===== config.mk =====
export PLATFORM = sky130hd
export DESIGN_NAME = vertex_index_compaction_top_flat
export DESIGN_NICKNAME = d
export VERILOG_FILES = /design/src/hdl/vic_pkg.sv /design/src/hdl/vic_if.sv /design/src/hdl/vic_ram.sv /design/src/hdl/vertex_index_compaction_top.sv /design/src/flat_wrapper.sv
export SDC_FILE = /design/constraint.sdc
export NUM_CORES = 1
export LEC_CHECK = 0
export BUFFER_PORTS_ARGS = -buffer_cell sky130_fd_sc_hd__buf_2
export CAP_MARGIN = 20
export CORE_AREA = 5 5 237 470
export DETAILED_ROUTE_END_ITERATION = 6
export DIE_AREA = 0 0 242 475
export PLACE_DENSITY_LB_ADDON = 0.08
export SETUP_SLACK_MARGIN = 0.4
export SLEW_MARGIN = 10
export SYNTH_ARGS = -nofsm -noshare
export SYNTH_HDL_FRONTEND = slang
export SYNTH_HIERARCHICAL = 1
export SYNTH_SLANG_ARGS = --single-unit

===== constraint.sdc =====
create_clock -name clk_i -period 8.03 [get_ports clk_i]
set_input_delay 2.0075 -clock clk_i [delete_from_list [all_inputs] [get_ports clk_i]]
set_output_delay 2.0075 -clock clk_i [all_outputs]
set_load 0.1 [all_outputs]

===== src/hdl/vic_pkg.sv =====
`timescale 1ns / 1ps
// ----------------------------------------------------------------------------
// vic_pkg: shared types and constants for vertex index compaction
// Opcodes, field widths and the 64-bit population count used by the
// compaction counter.
// ----------------------------------------------------------------------------
package vic_pkg;

  // Field widths of the input and result beats.
  localparam int OpW       = 2;
  localparam int IdxW      = 10;
  localparam int WordBits  = 64;
  localparam int BitSelW   = 6;
  localparam int PcntW     = 7;
  // Number of bitmap words that a 10-bit vertex index can reach.
  localparam int IdxWords  = 1 << (IdxW - BitSelW);

  // Input opcodes; the remaining code is ignored.
  typedef enum logic [OpW-1:0] {
    OP_CLEAR = 2'd0,
    OP_MARK  = 2'd1,
    OP_QUERY = 2'd2
  } vic_op_e;

  // Number of set bits in one bitmap word.
  function automatic logic [PcntW-1:0] vic_popcount(input logic [WordBits-1:0] w);
    logic [PcntW-1:0] n;
    n = '0;
    for (int i = 0; i < WordBits; i++) begin
      n = n + PcntW'(w[i]);
    end
    return n;
  endfunction

endpackage


===== src/hdl/vic_if.sv =====
`timescale 1ns / 1ps
// ----------------------------------------------------------------------------
// vic_in_if / vic_out_if: valid-ready channels of the compaction block
// The input channel carries an opcode and a vertex index; the result
// channel carries the compacted index and the used flag.
// ----------------------------------------------------------------------------
interface vic_in_if import vic_pkg::*; ();
  logic            valid;
  logic            ready;
  logic [OpW-1:0]  opcode;
  logic [IdxW-1:0] vertex_index;

  modport source (output valid, output opcode, output vertex_index, input ready);
  modport sink   (input valid, input opcode, input vertex_index, output ready);
endinterface

interface vic_out_if import vic_pkg::*; ();
  logic            valid;
  logic            ready;
  logic [IdxW-1:0] new_index;
  logic            was_used;

  modport source (output valid, output new_index, output was_used, input ready);
  modport sink   (input valid, input new_index, input was_used, output ready);
endinterface


===== src/hdl/vic_ram.sv =====
`timescale 1ns / 1ps
// ----------------------------------------------------------------------------
// vic_ram: generic single-write, single-read RAM
// One write port and one read port with registered read data.
// ----------------------------------------------------------------------------
module vic_ram #(
  parameter int WIDTH = 64,
  parameter int DEPTH = 16,
  parameter int AW    = (DEPTH > 1) ? $clog2(DEPTH) : 1
) (
  input  logic             clk_i,
  input  logic             we_i,
  input  logic [AW-1:0]    waddr_i,
  input  logic [WIDTH-1:0] wdata_i,
  input  logic [AW-1:0]    raddr_i,
  output logic [WIDTH-1:0] rdata_o
);

  logic [WIDTH-1:0] mem_q [DEPTH];
  logic [WIDTH-1:0] rdata_q;

  // Write port.
  always_ff @(posedge clk_i) begin
    if (we_i) begin
      mem_q[waddr_i] <= wdata_i;
    end
  end

  // Registered read port.
  always_ff @(posedge clk_i) begin
    rdata_q <= mem_q[raddr_i];
  end

  assign rdata_o = rdata_q;

endmodule


===== src/hdl/vertex_index_compaction_top.sv =====
`timescale 1ns / 1ps
// ----------------------------------------------------------------------------
// vertex_index_compaction_top: used-vertex bitmap with compacted index query
// Keeps one bit per vertex slot. Clear empties the map, mark sets one bit,
// query returns the number of marked vertices below an index and its bit.
//
//   channel | dir | beat contents                 | when
//   in_i    | in  | opcode, vertex_index          | valid && ready
//   out_o   | out | new_index, was_used           | valid && ready, query only
//
// Clear completes on acceptance. Mark reads the bitmap word and then writes it
// back. A query holds the input through the accepting cycle, a step for each
// bitmap word up to the indexed one (the last word if the index lies past the
// map), each read and counted by the single popcount accumulator, and a last
// step that loads the output register once the previous result is taken.
// Reset and clear drop the per-word valid bits, so the map reads as empty at
// once. A stalled result beat holds up the next query and all input after it.
// ----------------------------------------------------------------------------
module vertex_index_compaction_top import vic_pkg::*; #(
  parameter int MAX_POINTS = 1024
) (
  input  logic     clk_i,
  input  logic     rst_ni,
  vic_in_if.sink   in_i,
  vic_out_if.source out_o
);

  localparam int MapWordsFull = (MAX_POINTS + WordBits - 1) / WordBits;
  localparam int RamWords     = (MapWordsFull < IdxWords) ? MapWordsFull : IdxWords;
  localparam int AW           = (RamWords > 1) ? $clog2(RamWords) : 1;
  localparam int CntW         = IdxW + 1;

  typedef enum logic [3:0] {
    ST_IDLE  = 4'b0001,
    ST_MARK  = 4'b0010,
    ST_QUERY = 4'b0100,
    ST_DONE  = 4'b1000
  } vic_state_e;

  vic_state_e state_q, state_d;

  logic [RamWords-1:0] vld_q, vld_d;
  logic [AW-1:0]       w_q, w_d;
  logic [AW-1:0]       last_q, last_d;
  logic [BitSelW-1:0]  bit_q, bit_d;
  logic                part_q, part_d;
  logic                in_map_q, in_map_d;
  logic [CntW-1:0]     cnt_q, cnt_d;
  logic                used_q, used_d;

  logic                out_valid_q, out_valid_d;
  logic [IdxW-1:0]     out_idx_q, out_idx_d;
  logic                out_used_q, out_used_d;

  logic                    in_acc;
  logic [IdxW-BitSelW-1:0] in_word;
  logic                    in_word_ok;
  logic                    in_in_map;

  logic                ram_we;
  logic [AW-1:0]       ram_raddr;
  logic [WordBits-1:0] ram_wdata;
  logic [WordBits-1:0] ram_rdata;

  logic [WordBits-1:0] cur_word;
  logic [WordBits-1:0] below_mask;
  logic                at_last;

  // Bitmap storage.
  vic_ram #(
    .WIDTH (WordBits),
    .DEPTH (RamWords),
    .AW    (AW)
  ) u_map (
    .clk_i   (clk_i),
    .we_i    (ram_we),
    .waddr_i (w_q),
    .wdata_i (ram_wdata),
    .raddr_i (ram_raddr),
    .rdata_o (ram_rdata)
  );

  // Input decode.
  assign in_i.ready = (state_q == ST_IDLE);
  assign in_acc     = in_i.valid && in_i.ready;
  assign in_word    = in_i.vertex_index[IdxW-1:BitSelW];
  assign in_word_ok = (32'(in_word) < RamWords);
  assign in_in_map  = (32'(in_i.vertex_index) < MAX_POINTS);

  // Current word as seen through its valid bit, and the mask below the index.
  assign cur_word   = vld_q[w_q] ? ram_rdata : '0;
  assign at_last    = (w_q == last_q);
  assign below_mask = (part_q && at_last) ? ((WordBits'(1) << bit_q) - WordBits'(1))
                                          : '1;
  assign ram_wdata  = cur_word | (WordBits'(1) << bit_q);

  // Sequencer.
  always_comb begin
    state_d   = state_q;
    vld_d     = vld_q;
    w_d       = w_q;
    last_d    = last_q;
    bit_d     = bit_q;
    part_d    = part_q;
    in_map_d  = in_map_q;
    cnt_d     = cnt_q;
    used_d    = used_q;
    ram_we    = 1'b0;
    ram_raddr = '0;

    out_valid_d = out_valid_q && !out_o.ready;
    out_idx_d   = out_idx_q;
    out_used_d  = out_used_q;

    unique case (state_q)
      ST_IDLE: begin
        ram_raddr = (in_i.opcode == OP_MARK) ? AW'(in_word) : '0;
        if (in_acc) begin
          bit_d    = in_i.vertex_index[BitSelW-1:0];
          in_map_d = in_in_map;
          unique case (in_i.opcode)
            OP_CLEAR: begin
              vld_d = '0;
            end
            OP_MARK: begin
              if (in_in_map) begin
                w_d     = AW'(in_word);
                state_d = ST_MARK;
              end
            end
            OP_QUERY: begin
              w_d     = '0;
              cnt_d   = '0;
              used_d  = 1'b0;
              part_d  = in_word_ok;
              last_d  = in_word_ok ? AW'(in_word) : AW'(RamWords - 1);
              state_d = ST_QUERY;
            end
            default: begin
              state_d = ST_IDLE;
            end
          endcase
        end
      end
      ST_MARK: begin
        ram_we     = 1'b1;
        vld_d[w_q] = 1'b1;
        state_d    = ST_IDLE;
      end
      ST_QUERY: begin
        ram_raddr = w_q + AW'(1);
        cnt_d     = cnt_q + CntW'(vic_popcount(cur_word & below_mask));
        if (at_last) begin
          used_d  = in_map_q && cur_word[bit_q];
          state_d = ST_DONE;
        end else begin
          w_d = w_q + AW'(1);
        end
      end
      ST_DONE: begin
        if (!out_valid_q || out_o.ready) begin
          out_valid_d = 1'b1;
          out_idx_d   = cnt_q[IdxW-1:0];
          out_used_d  = used_q;
          state_d     = ST_IDLE;
        end
      end
      default: begin
        state_d = ST_IDLE;
      end
    endcase
  end

  // Control registers.
  always_ff @(posedge clk_i or negedge rst_ni) begin
    if (!rst_ni) begin
      state_q     <= ST_IDLE;
      vld_q       <= '0;
      out_valid_q <= 1'b0;
    end else begin
      state_q     <= state_d;
      vld_q       <= vld_d;
      out_valid_q <= out_valid_d;
    end
  end

  // Working and result registers.
  always_ff @(posedge clk_i) begin
    w_q        <= w_d;
    last_q     <= last_d;
    bit_q      <= bit_d;
    part_q     <= part_d;
    in_map_q   <= in_map_d;
    cnt_q      <= cnt_d;
    used_q     <= used_d;
    out_idx_q  <= out_idx_d;
    out_used_q <= out_used_d;
  end

  assign out_o.valid     = out_valid_q;
  assign out_o.new_index = out_idx_q;
  assign out_o.was_used  = out_used_q;

endmodule


===== src/flat_wrapper.sv =====
// flat-port wrapper written by rule: the top's interface ports become plain ports
module vertex_index_compaction_top_flat import vic_pkg::*;
#(
  parameter int MAX_POINTS = 1024
)
  (clk_i, rst_ni, in_i_valid, in_i_opcode, in_i_vertex_index, in_i_ready, out_o_valid, out_o_new_index, out_o_was_used, out_o_ready);
  vic_in_if in_i_i ();
  vic_out_if out_o_i ();
  input  logic clk_i;
  input  logic rst_ni;
  input wire logic [$bits(in_i_i.valid)-1:0] in_i_valid;
  input wire logic [$bits(in_i_i.opcode)-1:0] in_i_opcode;
  input wire logic [$bits(in_i_i.vertex_index)-1:0] in_i_vertex_index;
  output wire logic [$bits(in_i_i.ready)-1:0] in_i_ready;
  output wire logic [$bits(out_o_i.valid)-1:0] out_o_valid;
  output wire logic [$bits(out_o_i.new_index)-1:0] out_o_new_index;
  output wire logic [$bits(out_o_i.was_used)-1:0] out_o_was_used;
  input wire logic [$bits(out_o_i.ready)-1:0] out_o_ready;
  assign in_i_i.valid = in_i_valid;
  assign in_i_i.opcode = in_i_opcode;
  assign in_i_i.vertex_index = in_i_vertex_index;
  assign in_i_ready = in_i_i.ready;
  assign out_o_valid = out_o_i.valid;
  assign out_o_new_index = out_o_i.new_index;
  assign out_o_was_used = out_o_i.was_used;
  assign out_o_i.ready = out_o_ready;
  vertex_index_compaction_top #(.MAX_POINTS(MAX_POINTS)) u_core (.clk_i(clk_i), .rst_ni(rst_ni), .in_i(in_i_i), .out_o(out_o_i));
endmodule

==> results of run 1 <==
[routing by layer]
metal  up-vias  GRT usage, %  share of wire [%]
met5         -             0                  0
met4         0         10.47                4.9
met3       253         3.031                3.8
met2       716         45.98                 56
met1     13340         27.38                 36
li1      10530             -                  -
[cell usage after synthesis (31+ instances only)]
cell	number
sky130_fd_sc_hd__dfxtp_1	64
sky130_fd_sc_hd__a21oi_1	54
sky130_fd_sc_hd__mux4_2	269
sky130_fd_sc_hd__inv_1	72
sky130_fd_sc_hd__fa_1	56
sky130_fd_sc_hd__nand2_1	167
sky130_fd_sc_hd__ha_1	35
sky130_fd_sc_hd__o21ai_0	79
sky130_fd_sc_hd__a22oi_1	136
sky130_fd_sc_hd__buf_2	31
sky130_fd_sc_hd__clkbuf_1	72
sky130_fd_sc_hd__nor2_1	82
sky130_fd_sc_hd__edfxtp_1	1060
[cells by family (layout without fill, tap and decap cells)]
family / after synthesis / after routing
buffers and inverters: 214 / 553
and+or+nand+nor: 362 / 362
other: 0 / 2
xor gates and xnor gates: 24 / 24
AOI/OAI and AO/OA: 369 / 369
muxes: 288 / 288
DFF: 1145 / 1145
adders and majority gates: 91 / 91
[power by group through the flow]
stage / Clock (uW) / Combinational, uW / Sequential, uW
global route: 5430 / 2150 / 6770
global placement: 0 / 1840 / 6900
floorplan: 0 / 1180 / 6830
CTS: 5190 / 1910 / 6770
detailed placement: 0 / 1830 / 6900
finish: 5080 / 1960 / 6770
[worst paths after layout]
| path | slack (ns) | startpoint | cells past startpoint | endpoint |
|---|---|---|---|---|
| hold / removal | 0.50 | u_core/vld_q[12]$_DFFE_PN0P_ | 2 | u_core/vld_q[12]$_DFFE_PN0P_ |
| setup / recovery | -0.35 | u_core/w_q[0]$_DFFE_PP_ | 31 | u_core/cnt_q[9]$_SDFFCE_PN0P_ |
| hold reg to reg | 0.50 | u_core/vld_q[12]$_DFFE_PN0P_ | 2 | u_core/vld_q[12]$_DFFE_PN0P_ |
| setup reg to reg | -0.35 | u_core/w_q[0]$_DFFE_PP_ | 31 | u_core/cnt_q[9]$_SDFFCE_PN0P_ |
| max in group asynchronous | 6.37 | rst_ni | 1 | u_core/state_q[0]$_DFFE_PN1P_ |
| min in group asynchronous | 1.28 | rst_ni | 1 | u_core/state_q[1]$_DFFE_PN0P_ |
[registers in the layout, indices dropped and copies added (netlist names)]
| signal | cells |
|---|---|
| u_core/state_q | 4 |
| u_core/out_o.was_used | 1 |
| u_core/last_q | 4 |
| u_core/bit_q | 6 |
| u_core/u_map/mem_q | 1024 |
| u_core/out_o.new_index | 10 |
| u_core/w_q | 4 |
| u_core/vld_q | 16 |
| u_core/cnt_q | 10 |
| u_core/u_map/rdata_o | 64 |
| u_core/used_q | 1 |
| u_core/out_o.valid | 1 |
[layout make-up]
cell class | instances | share of cell area [%]
flip-flops and latches | 1145 | 62.31
multi-input cells | 1134 | 23.18
clock buffers | 132 | 5.182
repair buffers | 294 | 4.380
well taps | 1376 | 3.189
clock inverters | 55 | 1.240
inverters | 72 | 0.5053
diodes | 2 | 0.009271
[metrics by stage]
step / TNS, ns / instance area, um2 / worst slack (ns)
after floorplan: -0.01214 / 46940 / -0.01214
after global placement: -2.198 / 50160 / -0.5361
after detailed placement: -2.711 / 50180 / -0.5749
after CTS: -1.632 / 53880 / -0.3541
after global routing: -3.406 / 53980 / -0.5814
final: -1.806 / 53980 / -0.3480
[what timing repair did]
action	in CTS	in global routing
setup endpoints to repair	9	9
cloned	1	0
buffers inserted	9	2
gates resized for setup	39	8
pin swaps	8	7
[layout by cell type, fill, tap and decap left out, types with 22 or more instances in the layout]
master / synthesis / final
sky130_fd_sc_hd__a22oi_1: 136 / 136
sky130_fd_sc_hd__dfxtp_1: 64 / 64
sky130_fd_sc_hd__buf_2: 31 / 28
sky130_fd_sc_hd__o21ai_0: 79 / 71
sky130_fd_sc_hd__mux4_2: 269 / 268
sky130_fd_sc_hd__ha_1: 35 / 34
sky130_fd_sc_hd__nand2_1: 167 / 160
sky130_fd_sc_hd__edfxtp_1: 1060 / 1060
sky130_fd_sc_hd__inv_1: 72 / 63
sky130_fd_sc_hd__nor2_1: 82 / 68
sky130_fd_sc_hd__fa_1: 56 / 51
sky130_fd_sc_hd__clkbuf_16: 0 / 104
sky130_fd_sc_hd__a21o_1: 24 / 24
sky130_fd_sc_hd__buf_4: 6 / 240
sky130_fd_sc_hd__nand3_1: 24 / 22
sky130_fd_sc_hd__a21oi_1: 54 / 51
[worst max-delay path, delay by kind of cell, from the launching register on]
kind	cells	cell delay, ns
AOI/OAI and AO/OA	3	0.30
xor gates and xnor gates	1	0.17
adders and majority gates	9	4.41
buffers and inverters	12	1.22
DFF	1	0.42
muxes	2	1.25
and+or+nand+nor	4	0.29
==> impl_metrics.json, run 1 <==
{
  "edff_count_synth": 1060,
  "critical_path_required_ns": 8.46,
  "core_area_um2": 107200,
  "number_of_antenna_violations_at_the_first_check_in_global_routing": 2,
  "tritoncts_clock_tree": "yes",
  "timing_worst_setup_path_type": "flip-flop to flip-flop",
  "power.share.combinational_pct": 14.2,
  "floorplan.initialDensity_pct": 43.65,
  "seq_power_share_pct": 49.1,
  "cts_sinks": 1145,
  "synth_top_flop_cell": "sky130_fd_sc_hd__edfxtp_1",
  "cts_made_buffers": 100,
  "final-setup-viol-count": 6,
  "max_freq_ghz": 0.1194,
  "place.detailed.hpwl_mm": 86.94,
  "multi_input_comb_area_um2": 12510,
  "post_synthesis_xor_xnor_area_fraction_pct": 0.4492,
  "vdd.ir_drop.worst_mv": 0.1699,
  "clock-root-buffer": "sky130_fd_sc_hd__clkbuf_16",
  "synthesis.instances": 2493,
  "synth.avg_cell_area_um2": 18.77,
  "timing.critical_path.from_type": "flip-flop",
  "wire_length_of_the_first_global_routing_pass_mm": 199.3,
  "clock-skew-final_ns": 0.02207,
  "drive_gt1_share_pct": 28.71,
  "pwr_density_cell_nw_per_um2": 255.7,
  "crit_path_top_delay_cell": "sky130_fd_sc_hd__mux4_4",
  "largest_family_of_logic_cells_by_synthesized_area": "multiplexers",
  "postRouteAntennaNets": 0,
  "finalHoldViolCount": 0,
  "finalPower_uw": 13810,
  "post_cts_hold_buffer_count": 0,
  "cp_slowest_stage_delay_ns": 0.73,
  "layout.area.seq_um2": 33640,
  "post_synth_and_or_nand_nor_area_fraction_pct": 3.492,
  "placementRows": 170,
  "synth-warning-count": 6,
  "cts-root-to-sink-buffers": 3,
  "timing.hold.worst.class": "flip-flop to flip-flop",
  "placed_cells_incl_taps": 4002,
  "boundaryPins": 29,
  "worst_pin_slew_ns": 1.123,
  "timing_max_transition_violations_final": 0,
  "worst_skew_pair.late_latency_ns": 0.70,
  "period_minus_slack_ns": 8.378,
  "finalWorstSetupSlack_ns": -0.3480,
  "drt_iter0_markers": 1925,
  "h-tree-depth": 3,
  "grt_max_degree": 114,
  "critPathCaptureType": "flip-flop",
  "fin_cells": 4210,
  "die_area_um2": 115000,
  "synth-async-reset-ratio_pct": 1.834,
  "detail_route.wirelength_mm": 138.9,
  "arrival_ns": 8.81,
  "status": "finished with violations",
  "leakage_uw": 0.01818,
  "areaGrowthSynthToFinish_pct": 15.37,
  "max_slew_margin_pct": 24.62,
  "grt_overflow": 0,
  "fp.dieW_um": 242,
  "post_synth_fa_ha_maj_area_fraction_pct": 3.332,
  "gp_congestion": 1.016,
  "timing.hold.ws_ns": 0.5036,
  "post_synthesis_sequential_area_ratio_pct": 71.89,
  "unrepaired_setup_endpoints_after_global_routing": "yes",
  "routedWlPerCell_um": 32.98,
  "critPathMostFrequentCell": "sky130_fd_sc_hd__fa_1",
  "internal-power_uw": 10370,
  "placement.io_buffers": 28,
  "drv_cap": 0,
  "timing.critical_path.fanout_max": 6,
  "clkPwrFrac_pct": 36.8,
  "grt_util_all_layers_pct": 24.24,
  "drc": 0,
  "net-switching-power_uw": 3434,
  "synth-compound-area-share_pct": 5.353,
  "via_per_inst": 5.902,
  "post_synthesis_mux_area_share_pct": 13.37,
  "failed_checks": "setup timing",
  "yosysTopAreaCellShare_pct": 68.02,
  "vias": 24850,
  "synth-seq-cells": 1145,
  "clkTransAtPathRegs_ns": 0.07,
  "finalNetCount": 2854,
  "final_util_pct": 50.36,
  "mappedNetlistNets": 2600,
  "post-synth-top-area-cell": "sky130_fd_sc_hd__edfxtp_1",
  "synth.cell_area_um2": 46790,
  "number_of_global_route_vias_before_repair": 27000,
  "yosys.cell_types.count": 76,
  "num-fill-cells": 8820,
  "die_y_um": 475,
  "netSwitchingFraction_pct": 24.87,
  "post-route-period-util_pct": 104.3,
  "drtPass1Iterations": 5,
  "synth_area_leaders": "sky130_fd_sc_hd__edfxtp_1 68%, sky130_fd_sc_hd__mux4_2 13%, sky130_fd_sc_hd__dfxtp_1 2.7%"
}
Power figures use the tool's default switching activity.
==> run 2, diff against run 1 <==
clock period = 7.8 ns   (was 8.03 ns; I/O delays follow)
==> run 2 against run 1 <==
Compared with the run above: the flow finishes with violations (DRC, setup timing); largest power group unchanged; critical path depth is 2 lower; routed wire length decreased by 3.8%; critical endpoint is now u_core/cnt_q[8]$_SDFFCE_PN0P_; non-clock buffer count up 7; highest routed layer unchanged.
==> impl_metrics.json, run 2 (same netlist as run 1, synthesis figures left out) <==
{
  "place.detailed.hpwl_mm": 83.76,
  "leakage_uw": 0.01811,
  "drt_iter0_markers": 1889,
  "via_per_inst": 5.926,
  "h-tree-depth": 3,
  "grt.met1_usage_pct": 28.05,
  "largest_register_ffs": 1024,
  "post-route-period-util_pct": 104.8,
  "core_area_um2": 107200,
  "wire_length_of_the_first_global_routing_pass_mm": 192.8,
  "number_of_global_route_vias_before_repair": 26710,
  "max_flop_register": "u_core/u_map/mem_q",
  "drive_gt1_share_pct": 28.56,
  "die_area_um2": 115000,
  "timing.critical_path.from_type": "flip-flop",
  "status": "finished with violations",
  "clock-skew-final_ns": 0.02078,
  "postRouteAntennaNets": 0,
  "finalWorstSetupSlack_ns": -0.3728,
  "post_place_setup_slack_ns": -0.5598,
  "multi_input_comb_area_um2": 12550,
  "drc": 10,
  "max_freq_ghz": 0.1224,
  "layout.cells.most_common_list": "1,060 x sky130_fd_sc_hd__edfxtp_1, 268 x sky130_fd_sc_hd__mux4_2, 246 x sky130_fd_sc_hd__buf_4",
  "timing_worst_setup_path_type": "flip-flop to flip-flop",
  "worst_pin_slew_ns": 1.066,
  "grt_overflow": 0,
  "worst_skew_pair.late_latency_ns": 0.72,
  "num-fill-cells": 8844,
  "cts_sinks": 1145,
  "boundaryPins": 29,
  "grt_max_degree": 94,
  "vias": 24970,
  "number_of_antenna_violations_at_the_first_check_in_global_routing": 1,
  "timing.rr.end": "u_core/cnt_q[8]$_SDFFCE_PN0P_",
  "finalPower_uw": 13950,
  "placement.io_buffers": 28,
  "regToRegStartpoint": "u_core/w_q[0]$_DFFE_PP_",
  "cells_on_worst_reg2reg_path": 29,
  "period_minus_slack_ns": 8.173,
  "finalNetCount": 2859,
  "cp_slowest_stage_delay_ns": 0.71,
  "timing.critical_path.fanout_max": 6,
  "grt_util_met3_pct": 2.829,
  "final_util_pct": 50.32,
  "use_met2_pct": 42.79,
  "tritoncts_clock_tree": "yes",
  "layout.area.seq_um2": 33640,
  "floorplan.initialDensity_pct": 43.65,
  "grt_busiest_layer": "met2",
  "vdd.ir_drop.worst_mv": 0.2012,
  "failed_checks": "DRC, setup timing",
  "clock-root-buffer": "sky130_fd_sc_hd__clkbuf_16",
  "cp-startpoint": "u_core/w_q[0]$_DFFE_PP_",
  "routedWlPerCell_um": 31.72,
  "areaGrowthSynthToFinish_pct": 15.27,
  "fp.dieW_um": 242,
  "drv_cap": 0,
  "critPathMostFrequentCell": "sky130_fd_sc_hd__fa_1",
  "gp_congestion": 0.9506,
  "cts-root-to-sink-buffers": 3,
  "most_common_cell_after_layout_fill_and_taps_aside": "sky130_fd_sc_hd__edfxtp_1",
  "timing.hold.worst.class": "flip-flop to flip-flop",
  "detail_route.wirelength_mm": 133.6,
  "crit_path_top_delay_cell": "sky130_fd_sc_hd__mux4_4",
  "clkTransAtPathRegs_ns": 0.07,
  "finalHoldViolCount": 0,
  "pwr_density_cell_nw_per_um2": 258.5,
  "timing_max_transition_violations_final": 0,
  "final_cell_area_um2": 53940,
  "critical_path_required_ns": 8.35,
  "setup.reg_to_reg.worst_slack_ns": -0.37,
  "cts_made_buffers": 98,
  "drtPass1Iterations": 7,
  "fin_tns_setup_ns": -1.454,
  "grt_util_all_layers_pct": 23.20,
  "arrival_ns": 8.73,
  "die_y_um": 475,
  "placedInstanceArea_um2": 50270,
  "post_cts_hold_buffer_count": 0,
  "unrepaired_setup_endpoints_after_global_routing": "yes",
  "max_slew_margin_pct": 28.44,
  "final-setup-viol-count": 7,
  "placementRows": 170,
  "critPathCaptureType": "flip-flop",
  "worstSetupEndpoint": "u_core/cnt_q[8]$_SDFFCE_PN0P_"
}
run 2: changes by cell type in the layout (fill, tap and decap cells not counted), moves of 4 or more:
cell | before | now
sky130_fd_sc_hd__clkbuf_16 | 104 | 99
sky130_fd_sc_hd__bufinv_16 | 13 | 7
sky130_fd_sc_hd__clkinv_1 | 9 | 13
sky130_fd_sc_hd__clkinv_2 | 20 | 12
sky130_fd_sc_hd__clkbuf_1 | 19 | 26
sky130_fd_sc_hd__buf_6 | 12 | 7
sky130_fd_sc_hd__buf_4 | 240 | 246
run 2: power breakdown:
part           total [uW]  internal [uW]  leakage, uW  switching, uW
Clock                4960           2720      0.00157           2240
Sequential           6960           6860       0.0107            105
Combinational        2020            864      0.00584           1160
run 2: layout make-up:
type | instances | share of cell area, %
flip-flops and latches | 1145 | 62.36
multi-input cells | 1134 | 23.27
clock buffers | 137 | 5.080
repair buffers | 301 | 4.637
well taps | 1376 | 3.192
clock inverters | 47 | 0.9441
inverters | 72 | 0.5103
diodes | 1 | 0.004639
run 2: critical path: cells and delay by family, from the launching register on:
family	cells	cell delay [ns]
AOI/OAI and AO/OA	4	0.54
adders and majority gates	10	4.68
buffers and inverters	9	0.75
DFF	1	0.35
muxes	2	1.21
and+or+nand+nor	4	0.48
run 2: timing repair:
item / in CTS / in global routing
buffers inserted: 9 / 2
resized for setup: 28 / 18
cloned: 3 / 0
endpoints found under the setup margin: 9 / 10
pin swaps: 12 / 9
run 2: worst min path at each step:
stage	from	end	slack (ns)	cells after the start
2_1_floorplan	u_core/used_q$_SDFFCE_PN0P_	u_core/out_o.was_used$_DFFE_PP_	0.40	0
3_3_place_gp	u_core/cnt_q[7]$_SDFFCE_PN0P_	u_core/out_o.new_index[7]$_DFFE_PP_	0.47	0
3_5_place_dp	u_core/cnt_q[6]$_SDFFCE_PN0P_	u_core/out_o.new_index[6]$_DFFE_PP_	0.47	0
4_1_cts	u_core/cnt_q[6]$_SDFFCE_PN0P_	u_core/out_o.new_index[6]$_DFFE_PP_	0.49	0
5_1_grt	u_core/cnt_q[7]$_SDFFCE_PN0P_	u_core/out_o.new_index[7]$_DFFE_PP_	0.49	0
6_report	u_core/cnt_q[7]$_SDFFCE_PN0P_	u_core/out_o.new_index[7]$_DFFE_PP_	0.48	0
run 2: stage by stage:
stage | hold slack, ns | std cells
detailed placement | 0.4716 | 4007
finish | 0.4777 | 4213
global placement | 0.4691 | 4005
CTS | 0.4860 | 4203
floorplan | 0.4003 | 2493
global route | 0.4947 | 4213
run 2: layer usage:
metal | vias up | part of all wire, %
met3 | 230 | 3.9
met1 | 13510 | 38
met2 | 718 | 54
met4 | 0 | 3.9
met5 | - | 0
li1 | 10510 | -
